$ cat config.mk
export PLATFORM = sky130hd
export DESIGN_NAME = tsq_ram
export DESIGN_NICKNAME = d
export VERILOG_FILES = /design/src/rtl/tsq_ram.sv
export SDC_FILE = /design/constraint.sdc
export NUM_CORES = 2
export LEC_CHECK = 0
export BUFFER_PORTS_ARGS = -buffer_cell sky130_fd_sc_hd__buf_4
export CAP_MARGIN = 10
export CORE_ASPECT_RATIO = 0.9
export CORE_MARGIN = 1.5
export CORE_UTILIZATION = 55
export CTS_BUF_LIST = sky130_fd_sc_hd__clkbuf_4 sky130_fd_sc_hd__clkbuf_8 sky130_fd_sc_hd__clkbuf_16
export DETAILED_ROUTE_END_ITERATION = 6
export PLACE_DENSITY = 0.71
export SLEW_MARGIN = 20
export SYNTH_ARGS = -nofsm -noshare
export SYNTH_HDL_FRONTEND = slang
export SYNTH_SLANG_ARGS = --single-unit
$ cat constraint.sdc
create_clock -name clk -period 6.5 [get_ports clk]
set_input_delay 0.325 -clock clk [delete_from_list [all_inputs] [get_ports clk]]
set_output_delay 0.325 -clock clk [all_outputs]
set_load 0.01 [all_outputs]
$ cat src/rtl/tsq_ram.sv
`timescale 1ns / 1ps
`default_nettype none

module tsq_ram #(
  parameter int unsigned WIDTH = 32,
  parameter int unsigned DEPTH = 128
) (
  input  wire logic                     clk,
  input  wire logic                     we,
  input  wire logic [$clog2(DEPTH)-1:0] waddr,
  input  wire logic [WIDTH-1:0]         wdata,
  input  wire logic                     re,
  input  wire logic [$clog2(DEPTH)-1:0] raddr,
  output logic      [WIDTH-1:0]         rdata
);

  logic [WIDTH-1:0] mem [DEPTH];

  // Write port
  always_ff @(posedge clk) begin
    if (we) begin
      mem[waddr] <= wdata;
    end
  end

  // Registered read, held while idle
  always_ff @(posedge clk) begin
    if (re) begin
      rdata <= mem[raddr];
    end
  end

endmodule

`default_nettype wire

==> results.toml <==
[status]
status = "completed"

[setup_path]
startpoint_type = "primary input"
timing.rr.end = "rdata[12]$_DFFE_PP_"
cp_top_family = "multiplexers"
reg2reg_depth = 4
cp.arrival_ns = 4.05
rrSetupSlack_ns = 3.70
crit_chain = "buf_16 > buf_12 > mux4_2 > mux4_2 > mux4_2 > mux2_2"
startpoint = "raddr[0]"
critPathMostFrequentCell = "mux4_2"
path_buf_inv = 2
max_stage_delay_ns = 0.66
path_depth = 6
crit_required_ns = 7.15
crit_type = "in -> reg"
slowest_stage = "mux4_2"
rr_startpoint = "mem[125][12]$_DFFE_PP_"
critPathMaxFanout = 92
crit_end = "rdata[25]$_DFFE_PP_"
end_kind = "register"

[pwr]
power.total_mw = 55.4
vdd_ir_drop_max_uv = 282
p_per_area_nw_per_um2 = 313
p_leak_nw = 54.3

[die]
row_count = 185
core-area_um2 = 283000
io_pins = 81
die-height_um = 509
dieArea_um2 = 288000
die-width_um = 565
initial_utilization_pct = 55.4

[routing]
detail_route.wirelength_um = 405000
vias = 71900
post-route-drc-count = 0
drtPass1Iterations = 5
drtIter0Drc = 12300
antenna_left = 0
vias_per_cell = 6.85
wl_per_cell_um = 38.6

[timing]
relSlewSlack_pct = 19.6
final-setup-viol-count = 0
worst_pin_slew_ns = 1.21
period_needed_ns = 3.40
fmax_mhz = 295
hold_viol_final = 0
fin_ws_ns = 3.10
period_share_pct = 52.2
final.setup.tns_ns = 0
rsz0062_at_grt = "no"
slew_viol_final = 0
fin_skew_ns = 0.0569

[logic_synthesis]
synth_fp_nets = 6039
yosys_register_bits = 4128
synth_cell_types = 16
synth.yosys.seq_area_share_pct = 79.2
synth_warnings = 0
syn-cell-area_um2 = 157000
syn_area_per_cell_um2 = 26.1
synthCells = 5990

[min_path]
hold_depth = 1
hp-class = "in -> reg"

[clock_network]
clockBufferDepth = 4
cts_hold_buf = 25
postCtsSetupBuffers = 0
clock_latency_ns = 0.93
cts_tree = "built"
ctsResizeCount = 0
clkSlewWorstSetupHoldPaths_ns = 0.07
cts_root_buf = "clkbuf_16"
cts_made_buffers = 394
cts.sinks = 4128
htree_levels = 5

[place]
place_congestion = 0.814
port_buffers = 80
hpwl_um = 214000
pre_cts_ws_ns = 2.21

[final_layout]
fin_nets = 6455
mostFrequentLayoutCells = "edfxtp_1, mux4_2, clkbuf_16"
mostFrequentLayoutCell = "edfxtp_1"
syn2layout_area_growth_pct = 13.1
drive_above_1_share_pct = 36.4

[job]
maxCapViolCount = 0

[grt]
grt_pass1_wl_um = 565000
first_global_vias = 72400
overflow = 0
track_usage_pct = 28.7
antenna_found_initial = 54
grt_max_degree = 105
-- logic make-up after synthesis --
group / synth area share (%)
multiplexers: 19.6
flip-flops: 79.2
buffers and inverters: 0.837
AND/OR/NAND/NOR: 0.445
-- flip-flops by register name (all words and copies together), names as in the netlist --
| signal | count |
|---|---|
| rdata | 32 |
| mem | 4096 |
-- per-stage QoR --
step / hold WS (ns) / instances / instance area, um^2 / util (%)
floorplan: 0.424 / 5990 / 157000 / -
global placement: 0.708 / 9721 / 164000 / 57.9
detailed placement: 0.728 / 9723 / 164000 / 57.9
CTS: 0.00298 / 10500 / 177000 / 62.6
global route: 0.0248 / 10500 / 177000 / 62.6
finish: 0.0133 / 10500 / 177000 / 62.6
-- Yosys cell counts, drive strengths merged --
cell	number	share of area [%]
or3	1	0.0040
mux4	1344	19
nand2b	2	0.0080
clkbuf	182	0.44
nand4	3	0.012
edfxtp	4128	79
nand2	14	0.034
nor2	122	0.29
nor3	9	0.029
mux2	32	0.23
buf	134	0.40
nor2b	7	0.028
nand3	12	0.038
-- routing by layer --
| layer | track usage (%) | part of all wire [%] |
|---|---|---|
| met5 | 0 | 0.056 |
| met1 | 41.2 | 36 |
| met3 | 7.47 | 13 |
| met4 | 8.84 | 3.3 |
| met2 | 43.8 | 47 |
-- where the power goes --
part           total [mW]  switching (mW)  internal [mW]
Sequential           29.5          0.0669           29.4
Combinational        2.82            1.74           1.08
Clock                23.1            9.80           13.3
Total                55.4            11.6           43.8
-- final cells by class --
| cell class | count | area, um^2 |
|---|---|---|
| sequential | 4128 | 124000 |
| clock buffer | 463 | 10500 |
| timing repair buffer | 336 | 3070 |
| tap | 3740 | 4680 |
| fill | 17800 | 106000 |
| multi-input combinational | 1546 | 32300 |
| antenna | 23 | 57.6 |
| clock inverter | 256 | 2480 |
-- how the worst min path moves through the flow --
stage	to	from	slack, ns
finish	mem[6][10]$_DFFE_PP_	wdata[10]	0.01
global route	mem[0][10]$_DFFE_PP_	wdata[10]	0.02
global placement	mem[84][30]$_DFFE_PP_	wdata[30]	0.71
detailed placement	mem[84][30]$_DFFE_PP_	wdata[30]	0.73
CTS	mem[0][10]$_DFFE_PP_	wdata[10]	0.003
floorplan	mem[0][0]$_DFFE_PP_	wdata[0]	0.42
No activity file was read; power rests on OpenSTA's default activity.
